===== config.mk =====
export PLATFORM = sky130hd
export DESIGN_NAME = quad_x_motor_mixer_pwm_core
export DESIGN_NICKNAME = d
export VERILOG_FILES = /design/src/qxmix_pkg.sv /design/src/qxmix_seq.sv /design/src/qxmix_dp.sv /design/src/quad_x_motor_mixer_pwm_core.sv
export SDC_FILE = /design/constraint.sdc
export NUM_CORES = 2
export LEC_CHECK = 0
export ABC_AREA = 0
export BUFFER_PORTS_ARGS = -buffer_cell sky130_fd_sc_hd__buf_2
export CAP_MARGIN = 40
export CORE_UTILIZATION = 25
export DETAILED_ROUTE_END_ITERATION = 7
export SLEW_MARGIN = 20
export SYNTH_ARGS = -nofsm -noshare
export SYNTH_HDL_FRONTEND = slang
export SYNTH_SLANG_ARGS = --single-unit

===== constraint.sdc =====
create_clock -name i_clk -period 15.8 [get_ports i_clk]
set_input_delay 4.74 -clock i_clk [delete_from_list [all_inputs] [get_ports i_clk]]
set_output_delay 4.74 -clock i_clk [all_outputs]
set_load 0.005 [all_outputs]

===== src/qxmix_pkg.sv =====
`default_nettype none
// ----------------------------------------------------------------------------
// qxmix_pkg
// Shared types, codes and constants of the X-frame motor mixer core.
// ----------------------------------------------------------------------------
package qxmix_pkg;

    // field and datapath widths
    localparam int CFG_W      = 16;
    localparam int CFG_IDX_W  = 3;
    localparam int STEP_W     = 4;
    localparam int DIV_W      = 32;
    localparam int DIV_CNT_W  = $clog2(DIV_W);

    // operation codes
    localparam logic [1:0] OP_CONTROL = 2'd0;
    localparam logic [1:0] OP_ARM     = 2'd1;
    localparam logic [1:0] OP_START   = 2'd2;
    localparam logic [1:0] OP_THRUST  = 2'd3;

    // register indexes
    localparam logic [CFG_IDX_W-1:0] REG_MIN    = 3'd0;
    localparam logic [CFG_IDX_W-1:0] REG_MAX    = 3'd1;
    localparam logic [CFG_IDX_W-1:0] REG_RANGE  = 3'd2;
    localparam logic [CFG_IDX_W-1:0] REG_PERIOD = 3'd3;
    localparam logic [CFG_IDX_W-1:0] REG_ARM    = 3'd4;

    // register reset values
    localparam logic [CFG_W-1:0] RST_MIN    = 16'd1000;
    localparam logic [CFG_W-1:0] RST_MAX    = 16'd2000;
    localparam logic [CFG_W-1:0] RST_RANGE  = 16'd1000;
    localparam logic [CFG_W-1:0] RST_PERIOD = 16'd2500;
    localparam logic [CFG_W-1:0] RST_ARM    = 16'd1000;

    localparam logic [6:0]       PCT_FULL   = 7'd100;
    localparam logic [CFG_W-1:0] FULL_SCALE = 16'hFFFF;

    // floor(x / 100) for x below 2**23 as (x * RECIP_100) >> RECIP_SH
    localparam int          RECIP_SH  = 30;
    localparam logic [23:0] RECIP_100 = 24'd10737419;

    // microprogram addresses
    localparam logic [STEP_W-1:0] ST_IDLE     = 4'd0;
    localparam logic [STEP_W-1:0] ST_CU_PROD  = 4'd1;
    localparam logic [STEP_W-1:0] ST_CU_DIV   = 4'd2;
    localparam logic [STEP_W-1:0] ST_CU_BASE  = 4'd3;
    localparam logic [STEP_W-1:0] ST_CU_MIX   = 4'd4;
    localparam logic [STEP_W-1:0] ST_CU_SCALE = 4'd5;
    localparam logic [STEP_W-1:0] ST_CU_CDIV  = 4'd6;
    localparam logic [STEP_W-1:0] ST_CU_STORE = 4'd7;
    localparam logic [STEP_W-1:0] ST_FIN      = 4'd8;
    localparam logic [STEP_W-1:0] ST_ARM      = 4'd9;
    localparam logic [STEP_W-1:0] ST_SG_SCALE = 4'd10;
    localparam logic [STEP_W-1:0] ST_SG_DIV   = 4'd11;
    localparam logic [STEP_W-1:0] ST_SG_STORE = 4'd12;
    localparam logic [STEP_W-1:0] ST_START    = 4'd13;
    localparam logic [STEP_W-1:0] ST_THRUST   = 4'd14;

    typedef struct packed {
        logic [1:0]         operation;
        logic signed [11:0] pitch_offset;
        logic signed [11:0] roll_offset;
        logic signed [11:0] yaw_offset;
        logic [1:0]         motor_index;
        logic               arm_request;
        logic [7:0]         thrust_value;
    } t_in;

    typedef struct packed {
        logic [15:0] compare_one;
        logic [15:0] compare_two;
        logic [15:0] compare_three;
        logic [15:0] compare_four;
        logic [3:0]  armed_mask;
        logic [6:0]  thrust_percent;
        logic        rejected;
    } t_out;

    // datapath operations of one control word
    typedef enum logic [3:0] {
        DP_NOP,
        DP_PROD,
        DP_DIV,
        DP_BASE,
        DP_MIX,
        DP_SCALE,
        DP_STORE,
        DP_ARM,
        DP_LDMIN,
        DP_THRUST,
        DP_RECIP
    } t_dp_op;

    // sequencer branch kinds
    typedef enum logic [2:0] {
        BR_NEXT,
        BR_JUMP,
        BR_DIV,
        BR_MOTOR,
        BR_NOARM,
        BR_OUT,
        BR_DISPATCH
    } t_br;

    typedef struct packed {
        t_dp_op              dp;
        t_br                 br;
        logic [STEP_W-1:0]   target;
    } t_uword;

    typedef struct packed {
        t_dp_op dp;
        logic   capture;
        logic   out_load;
    } t_ctrl;

    typedef struct packed {
        logic div_last;
        logic motor_last;
        logic arm_req;
        logic out_busy;
    } t_stat;

    // X-frame signs as negate flags {pitch, roll, yaw}
    function automatic logic [2:0] mix_negs(input logic [1:0] m);
        logic [2:0] r;
        case (m)
            2'd0:    r = 3'b010;
            2'd1:    r = 3'b001;
            2'd2:    r = 3'b100;
            default: r = 3'b111;
        endcase
        return r;
    endfunction

endpackage
`default_nettype wire


===== src/qxmix_seq.sv =====
`default_nettype none
// ----------------------------------------------------------------------------
// qxmix_seq
// Step counter and control-word ROM that run the mixer datapath.
// ----------------------------------------------------------------------------
module qxmix_seq import qxmix_pkg::*; (
    input  logic       i_clk,
    input  logic       i_rst_n,
    input  logic       i_in_valid,
    input  logic [1:0] i_op,
    input  t_stat      i_stat,
    output t_ctrl      o_ctrl,
    output logic       o_busy
);

    logic [STEP_W-1:0] r_step;
    logic [STEP_W-1:0] n_step;
    logic [STEP_W-1:0] step_inc;
    t_uword            uw;

    // microprogram
    function automatic t_uword urom(input logic [STEP_W-1:0] a);
        t_uword w;
        case (a)
            ST_IDLE:     w = '{DP_NOP,    BR_DISPATCH, ST_IDLE};
            ST_CU_PROD:  w = '{DP_PROD,   BR_NEXT,     ST_IDLE};
            ST_CU_DIV:   w = '{DP_RECIP,  BR_NEXT,     ST_IDLE};
            ST_CU_BASE:  w = '{DP_BASE,   BR_NEXT,     ST_IDLE};
            ST_CU_MIX:   w = '{DP_MIX,    BR_NEXT,     ST_IDLE};
            ST_CU_SCALE: w = '{DP_SCALE,  BR_NEXT,     ST_IDLE};
            ST_CU_CDIV:  w = '{DP_DIV,    BR_DIV,      ST_IDLE};
            ST_CU_STORE: w = '{DP_STORE,  BR_MOTOR,    ST_CU_MIX};
            ST_FIN:      w = '{DP_NOP,    BR_OUT,      ST_IDLE};
            ST_ARM:      w = '{DP_ARM,    BR_NOARM,    ST_FIN};
            ST_SG_SCALE: w = '{DP_SCALE,  BR_NEXT,     ST_IDLE};
            ST_SG_DIV:   w = '{DP_DIV,    BR_DIV,      ST_IDLE};
            ST_SG_STORE: w = '{DP_STORE,  BR_JUMP,     ST_FIN};
            ST_START:    w = '{DP_LDMIN,  BR_JUMP,     ST_SG_SCALE};
            ST_THRUST:   w = '{DP_THRUST, BR_JUMP,     ST_FIN};
            default:     w = '{DP_NOP,    BR_JUMP,     ST_IDLE};
        endcase
        return w;
    endfunction

    // entry point per operation
    function automatic logic [STEP_W-1:0] entry(input logic [1:0] op);
        logic [STEP_W-1:0] e;
        case (op)
            OP_CONTROL: e = ST_CU_PROD;
            OP_ARM:     e = ST_ARM;
            OP_START:   e = ST_START;
            default:    e = ST_THRUST;
        endcase
        return e;
    endfunction

    assign uw       = urom(r_step);
    assign step_inc = r_step + STEP_W'(1);

    // next step
    always_comb begin
        case (uw.br)
            BR_NEXT:     n_step = step_inc;
            BR_JUMP:     n_step = uw.target;
            BR_DIV:      n_step = i_stat.div_last ? step_inc : r_step;
            BR_MOTOR:    n_step = i_stat.motor_last ? step_inc : uw.target;
            BR_NOARM:    n_step = i_stat.arm_req ? step_inc : uw.target;
            BR_OUT:      n_step = i_stat.out_busy ? r_step : uw.target;
            BR_DISPATCH: n_step = i_in_valid ? entry(i_op) : r_step;
            default:     n_step = ST_IDLE;
        endcase
    end

    // control outputs
    always_comb begin
        o_ctrl.dp       = uw.dp;
        o_ctrl.capture  = (uw.br == BR_DISPATCH) && i_in_valid;
        o_ctrl.out_load = (uw.br == BR_OUT) && !i_stat.out_busy;
        o_busy          = (r_step != ST_IDLE);
    end

    always_ff @(posedge i_clk) begin
        if (!i_rst_n) begin
            r_step <= ST_IDLE;
        end else begin
            r_step <= n_step;
        end
    end

endmodule
`default_nettype wire


===== src/qxmix_dp.sv =====
`default_nettype none
// ----------------------------------------------------------------------------
// qxmix_dp
// Mixer datapath: registers, mixer and clamp, shared serial divider, output.
// ----------------------------------------------------------------------------
module qxmix_dp import qxmix_pkg::*; (
    input  logic                 i_clk,
    input  logic                 i_rst_n,
    input  t_ctrl                i_ctrl,
    output t_stat                o_stat,
    input  t_in                  i_in,
    input  logic                 i_cfg_valid,
    input  logic                 i_cfg_ready,
    input  logic [CFG_IDX_W-1:0] i_cfg_index,
    input  logic [CFG_W-1:0]     i_cfg_data,
    input  logic                 i_out_stall,
    output logic                 o_out_valid,
    output t_out                 o_out
);

    // configuration
    logic [CFG_W-1:0] r_min, r_max, r_range, r_period, r_arm;

    // working registers
    t_in                  r_item;
    logic [DIV_W-1:0]     r_acc;
    logic [CFG_W-1:0]     r_rem;
    logic [CFG_W-1:0]     r_div;
    logic [DIV_CNT_W-1:0] r_cnt;
    logic [CFG_W:0]       r_base;
    logic [CFG_W-1:0]     r_on;
    logic [1:0]           r_motor;

    // visible state
    logic [CFG_W-1:0] r_cmp [4];
    logic [3:0]       r_armed;
    logic [6:0]       r_thrust;
    logic             r_out_valid;
    t_out             r_out;

    // mixer and clamp
    logic [2:0]         negs;
    logic signed [19:0] p_ext, r_ext, y_ext, mix_v, max_s, min_s;
    logic [CFG_W-1:0]   mix_on;

    // divider step and product
    logic [CFG_W:0]   rem_sh;
    logic [CFG_W:0]   rem_sub;
    logic             fits;
    logic [22:0]      prod;
    logic [46:0]      recip;
    logic [CFG_W-1:0] sat_cmp;
    logic             rej;

    always_comb begin
        negs  = mix_negs(r_motor);
        p_ext = 20'(r_item.pitch_offset);
        r_ext = 20'(r_item.roll_offset);
        y_ext = 20'(r_item.yaw_offset);
        mix_v = $signed({3'b000, r_base})
              + (negs[2] ? -p_ext : p_ext)
              + (negs[1] ? -r_ext : r_ext)
              + (negs[0] ? -y_ext : y_ext);
        max_s = $signed({4'b0000, r_max});
        min_s = $signed({4'b0000, r_min});
        if (mix_v > max_s) begin
            mix_on = r_max;
        end else if (mix_v < min_s) begin
            mix_on = r_min;
        end else begin
            mix_on = mix_v[CFG_W-1:0];
        end
    end

    // restoring division, one quotient bit per step; thrust scaling by
    // reciprocal multiply
    always_comb begin
        rem_sh  = {r_rem, r_acc[DIV_W-1]};
        fits    = (rem_sh >= {1'b0, r_div});
        rem_sub = rem_sh - {1'b0, r_div};
        prod    = r_thrust * r_range;
        recip   = r_acc[22:0] * RECIP_100;
        sat_cmp = (|r_acc[DIV_W-1:CFG_W]) ? FULL_SCALE : r_acc[CFG_W-1:0];
        rej     = (r_item.operation == OP_THRUST) && (r_item.thrust_value > {1'b0, PCT_FULL});
    end

    always_comb begin
        o_stat.div_last   = (r_cnt == DIV_CNT_W'(DIV_W - 1));
        o_stat.motor_last = (r_motor == 2'd3);
        o_stat.arm_req    = r_item.arm_request;
        o_stat.out_busy   = r_out_valid && i_out_stall;
    end

    // configuration writes
    always_ff @(posedge i_clk) begin
        if (!i_rst_n) begin
            r_min    <= RST_MIN;
            r_max    <= RST_MAX;
            r_range  <= RST_RANGE;
            r_period <= RST_PERIOD;
            r_arm    <= RST_ARM;
        end else if (i_cfg_valid && i_cfg_ready) begin
            case (i_cfg_index)
                REG_MIN:    r_min    <= i_cfg_data;
                REG_MAX:    r_max    <= i_cfg_data;
                REG_RANGE:  r_range  <= i_cfg_data;
                REG_PERIOD: r_period <= i_cfg_data;
                REG_ARM:    r_arm    <= i_cfg_data;
                default:    ;
            endcase
        end
    end

    // working registers, no reset needed
    always_ff @(posedge i_clk) begin
        if (i_ctrl.capture) begin
            r_item  <= i_in;
            r_motor <= i_in.motor_index;
        end
        case (i_ctrl.dp)
            DP_PROD:  r_acc <= DIV_W'(prod);
            DP_RECIP: r_acc <= DIV_W'(recip[46:RECIP_SH]);
            DP_DIV: begin
                r_acc <= {r_acc[DIV_W-2:0], fits};
                r_rem <= fits ? rem_sub[CFG_W-1:0] : rem_sh[CFG_W-1:0];
                r_cnt <= r_cnt + DIV_CNT_W'(1);
            end
            DP_BASE: begin
                r_base  <= {1'b0, r_min} + {1'b0, r_acc[CFG_W-1:0]};
                r_motor <= 2'd0;
            end
            DP_MIX:   r_on <= mix_on;
            DP_SCALE: begin
                r_acc <= {r_on, {CFG_W{1'b0}}} - {{CFG_W{1'b0}}, r_on};
                r_div <= r_period;
                r_rem <= '0;
                r_cnt <= '0;
            end
            DP_STORE: r_motor <= r_motor + 2'd1;
            DP_ARM: begin
                if (r_item.arm_request) begin
                    r_on <= r_arm;
                end
            end
            DP_LDMIN: r_on <= r_min;
            default:  ;
        endcase
    end

    // visible state and output register
    always_ff @(posedge i_clk) begin
        if (!i_rst_n) begin
            r_cmp       <= '{default: '0};
            r_armed     <= '0;
            r_thrust    <= '0;
            r_out_valid <= 1'b0;
        end else begin
            case (i_ctrl.dp)
                DP_STORE: r_cmp[r_motor] <= sat_cmp;
                DP_ARM:   r_armed[r_motor] <= r_item.arm_request;
                DP_THRUST: begin
                    if (!rej) begin
                        r_thrust <= r_item.thrust_value[6:0];
                    end
                end
                default: ;
            endcase
            if (i_ctrl.out_load) begin
                r_out_valid <= 1'b1;
            end else if (r_out_valid && !i_out_stall) begin
                r_out_valid <= 1'b0;
            end
        end
    end

    always_ff @(posedge i_clk) begin
        if (i_ctrl.out_load) begin
            r_out.compare_one    <= r_cmp[0];
            r_out.compare_two    <= r_cmp[1];
            r_out.compare_three  <= r_cmp[2];
            r_out.compare_four   <= r_cmp[3];
            r_out.armed_mask     <= r_armed;
            r_out.thrust_percent <= r_thrust;
            r_out.rejected       <= rej;
        end
    end

    assign o_out_valid = r_out_valid;
    assign o_out       = r_out;

endmodule
`default_nettype wire


===== src/quad_x_motor_mixer_pwm_core.sv =====
// Sequencing: a control update runs the 32-step serial divider for the compare
//   value once per motor; arm and startup run it once, disarm and set thrust
//   not at all; thrust scaling is one reciprocal multiply. The next transfer
//   is taken once the result is loaded into the result register.
// Reset: synchronous active low; registers return to their defaults, compare
//   values, armed mask and thrust clear at once, no clearing pass.
`default_nettype none
// ----------------------------------------------------------------------------
// quad_x_motor_mixer_pwm_core
// Four-motor X-frame mixer producing PWM compare values, microcoded control.
// ----------------------------------------------------------------------------
module quad_x_motor_mixer_pwm_core import qxmix_pkg::*; (
    input  logic                 i_clk,
    input  logic                 i_rst_n,
    input  logic                 i_in_valid,
    output logic                 o_in_stall,
    input  t_in                  i_in,
    output logic                 o_out_valid,
    input  logic                 i_out_stall,
    output t_out                 o_out,
    input  logic                 i_cfg_valid,
    output logic                 o_cfg_ready,
    input  logic [CFG_IDX_W-1:0] i_cfg_index,
    input  logic [CFG_W-1:0]     i_cfg_data
);

    t_ctrl ctrl;
    t_stat stat;
    logic  busy;

    // registers take a write any cycle
    assign o_cfg_ready = 1'b1;
    assign o_in_stall  = busy;

    qxmix_seq u_seq (
        .i_clk      (i_clk),
        .i_rst_n    (i_rst_n),
        .i_in_valid (i_in_valid),
        .i_op       (i_in.operation),
        .i_stat     (stat),
        .o_ctrl     (ctrl),
        .o_busy     (busy)
    );

    qxmix_dp u_dp (
        .i_clk       (i_clk),
        .i_rst_n     (i_rst_n),
        .i_ctrl      (ctrl),
        .o_stat      (stat),
        .i_in        (i_in),
        .i_cfg_valid (i_cfg_valid),
        .i_cfg_ready (o_cfg_ready),
        .i_cfg_index (i_cfg_index),
        .i_cfg_data  (i_cfg_data),
        .i_out_stall (i_out_stall),
        .o_out_valid (o_out_valid),
        .o_out       (o_out)
    );

endmodule
`default_nettype wire


==> flow_summary_export.csv <==
group,metric,value,unit
detailed_routing,viasPerCell,4.51,
setup_path,crit_path_max_fanout,9,
setup_path,startpoint_type,"register",
cts,htree_levels,2,
yosys,ys.flop_type,"edfxtp_1",
setup_path,worstSetupPathType,"register to register",
yosys,seq_area_frac_synth,31.5,%
hold_path,min_from,"u_dp.r_cmp[2]",
floorplan,die-area,0.131,mm²
cts,clock_path_buffers,3,
cts,numCtsBuffers,44,
layout,fin_nets,4109,
detailed_routing,drt-total-wl,87.2,mm
detailed_routing,drc,0,
timing,worst_slew_pin_slew,0.868,ns
yosys,synthCells,3220,
cts,cts_setup_buffers,0,
cts,clk_pin_slew_worst_paths,0.06,ns
yosys,synth.distinct_cells,84,
cts,clock_sinks,397,
layout,mostFrequentLayoutCells,"inv_1, nand2_1, ha_1",
grt,grt_pass1_vias,23400,
layout,register_area,0.0102,mm²
setup_path,r2r_cells,24,
yosys,synth_nets,3981,
grt,grt_max_degree,74,
timing,min_period,8.13,ns
grt,grt_pass1_wl,136,mm
detailed_routing,dr.first_iter.drc_count,1443,
setup_path,timing.rr.end,"u_dp.r_acc[16]",
detailed_routing,wl_per_cell,17.1,µm
timing,rsz0062_at_grt,"no",
cts,post_cts_resize_count,0,
yosys,synth_edf_count,227,
timing,setup_viol,0,
setup_path,crit_chain,"inv_1, fa_1, inv_1, ha_1, inv_1, fa_1, inv_1, fa_1, fa_1, fa_1, inv_1, fa_1, inv_1, ha_1, nand4_1, a211oi_1, o2111ai_1, a21oi_1, o31ai_1, o31ai_1, a311oi_1, o311ai_1, xnor2_1, a21oi_1",
placement,place_congestion,0.910,
layout,fillCellCount,13500,
timing,max_slew_margin,42.1,%
floorplan,fp.coreArea,0.128,mm²
detailed_routing,drtAntennaViolNets,0,
cts,cts_tree,"built",
floorplan,io_pins,152,
setup_path,slowest_delay,0.77,ns
placement,port_buffers,150,
yosys,yosysWarningCount,0,
layout,layout_commonest_cell,"inv_1",
floorplan,die_width,362,µm
timing,drv_slew,0,
floorplan,initial_core_util,25.3,%
floorplan,fp.dieH,362,µm
yosys,synthArstFlopShare,0,%
layout,areaGrowthSynthToFinish,13.6,%
setup_path,required,16.15,ns
cts,holdBufCountCts,0,
grt,grt_use_total,13.3,%
placement,dpl.hpwl,70.3,mm
yosys,ys_seq_elements,397,
detailed_routing,drt_first_pass_iters,5,
cts,insertion_delay,0.62,ns
layout,multi_input_area,0.0198,mm²
setup_path,reg2reg_setup_slack,7.67,ns
yosys,syn-mean-instance-area,10.1,µm²
setup_path,worst_path_max_delay_cell,"edfxtp_1",
hold_path,hold_end,"u_dp.o_out[14]",
detailed_routing,num_vias,23000,
grt,grt_remaining_overflow,0,
timing,setup_tns,0,ns
timing,hold_viol,0,
hold_path,min_path_cells,0,
run,cap_violations,0,
setup_path,worstPathArrival,8.48,ns
cts,cts-root-buf,"clkbuf_16",
setup_path,cp-end-kind,"register",
timing,timing.final.crit_share,51.4,%
yosys,netlist_area,0.0325,mm²
setup_path,rr_startpoint,"u_dp.r_acc[14]",
timing,fmax,123,MHz
hold_path,min-delay-path-class,"register to register",
grt,antenna_found_initial,8,
outcome,outcome,"completed",
layout,post_route_cells_drive_above_1_share,8.69,%
timing,fin_skew,0.0445,ns
floorplan,num_rows,131,
## critical path, delay by kind of cell (launching register included)
family          cells  cell delay [ns]
flops               1             0.77
buf+inv             6             0.49
fa+ha+maj           8             3.77
compound gates      8             2.49
simple gates        1             0.14
xor+xnor            1             0.18
## synthesized netlist by cell type (15+ instances only)
cell      number  share of area (%)
a21boi_0      63                1.5
a21o_1        32               0.74
a21oi_1       83                1.3
a22oi_1       20               0.46
and2_1        43               0.83
clkbuf_1      87                1.0
dfxtp_1      170                 10
edfxtp_1     227                 21
fa_1         302                 19
ha_1         386                 15
inv_1        563                6.5
mux2i_1       40                1.2
nand2_1      391                4.5
nand2b_1      25               0.48
nand3_1       52               0.80
nand4_1       16               0.31
nor2_1       133                1.5
nor2b_1       33               0.64
nor3_1        35               0.54
o211a_1       68                2.1
o211ai_1      15               0.35
o21a_1        15               0.35
o21ai_0       75                1.2
o221ai_1      21               0.57
xnor2_1       62                1.7
xor2_1        46                1.2
## layout make-up
type,count,share of cell area (%)
Multi-Input combinational cell,2159,53.6
Sequential cell,397,27.7
Tap cell,1729,5.86
Inverter,563,5.72
Clock buffer,61,3.38
Timing Repair Buffer,183,2.88
Clock inverter,21,0.824
Antenna cell,1,0.00678
## routing by layer
metal  up-vias  part of all wire, %  track usage, %
met1     11300                   46            17.8
met3       125                  5.1            2.00
met4        14                  2.5            3.48
met2       572                   47            22.1
met5         -                0.079               0
li1      11000                    -               -
## sequential cells by signal, indices dropped and copies added (netlist names)
signal,flops
u_dp.o_out,76
u_dp.r_cmp,64
u_dp.r_acc,32
u_dp.r_item,22
u_dp.r_base,17
u_dp.r_arm,16
u_dp.r_div,16
u_dp.r_max,16
u_dp.r_min,16
u_dp.r_on,16
u_dp.r_period,16
u_dp.r_range,16
u_dp.r_rem,16
u_dp.p_ext,12
u_dp.r_ext,12
u_seq.uw,10
u_dp.r_thrust,7
u_dp.r_cnt,5
u_dp.r_armed,4
u_seq.r_step,4
u_dp.r_motor,2
u_dp.o_out_valid,1
u_dp.o_stat,1
## worst max path at each step
| stage | start | to | slack [ns] | depth (start not counted) |
|---|---|---|---|---|
| final | u_dp.r_acc[14] | u_dp.r_acc[16] | 7.67 | 24 |
| after detailed placement | u_dp.r_acc[14] | u_dp.r_acc[16] | 7.76 | 24 |
| after global placement | u_dp.r_acc[14] | u_dp.r_acc[16] | 7.92 | 24 |
| after global routing | u_dp.r_acc[14] | u_dp.r_acc[16] | 7.36 | 24 |
| after CTS | u_dp.r_acc[14] | u_dp.r_acc[16] | 7.76 | 24 |
| after floorplan | i_out_stall | u_dp.o_out[0] | 6.82 | 1 |
## cells by family after synthesis
group	after synthesis	share of synthesized area [%]
compound gates	516	11.6
xor+xnor	110	3.03
fa+ha+maj	688	33.5
buf+inv	664	7.72
flops	397	31.5
mux	49	1.54
other cells	1	0.0115
simple gates	795	11.1
## metrics by stage
stage / hold WS (ns) / utilization, % / cell area (µm²) / std cells / worst slack [ns]
finish: 0.411 / 28.8 / 36900 / 5114 / 7.67
global route: 0.435 / 28.8 / 36900 / 5114 / 7.36
CTS: 0.410 / 28.8 / 36900 / 5110 / 7.76
detailed placement: 0.417 / 27.6 / 35300 / 5028 / 7.76
global placement: 0.413 / 27.5 / 35200 / 5020 / 7.92
floorplan: 0.406 / - / 32500 / 3220 / 6.82
Power is left out: the tool's default activity adds up to more than one toggle a clock period on the data nets, which glitch-free logic cannot reach.
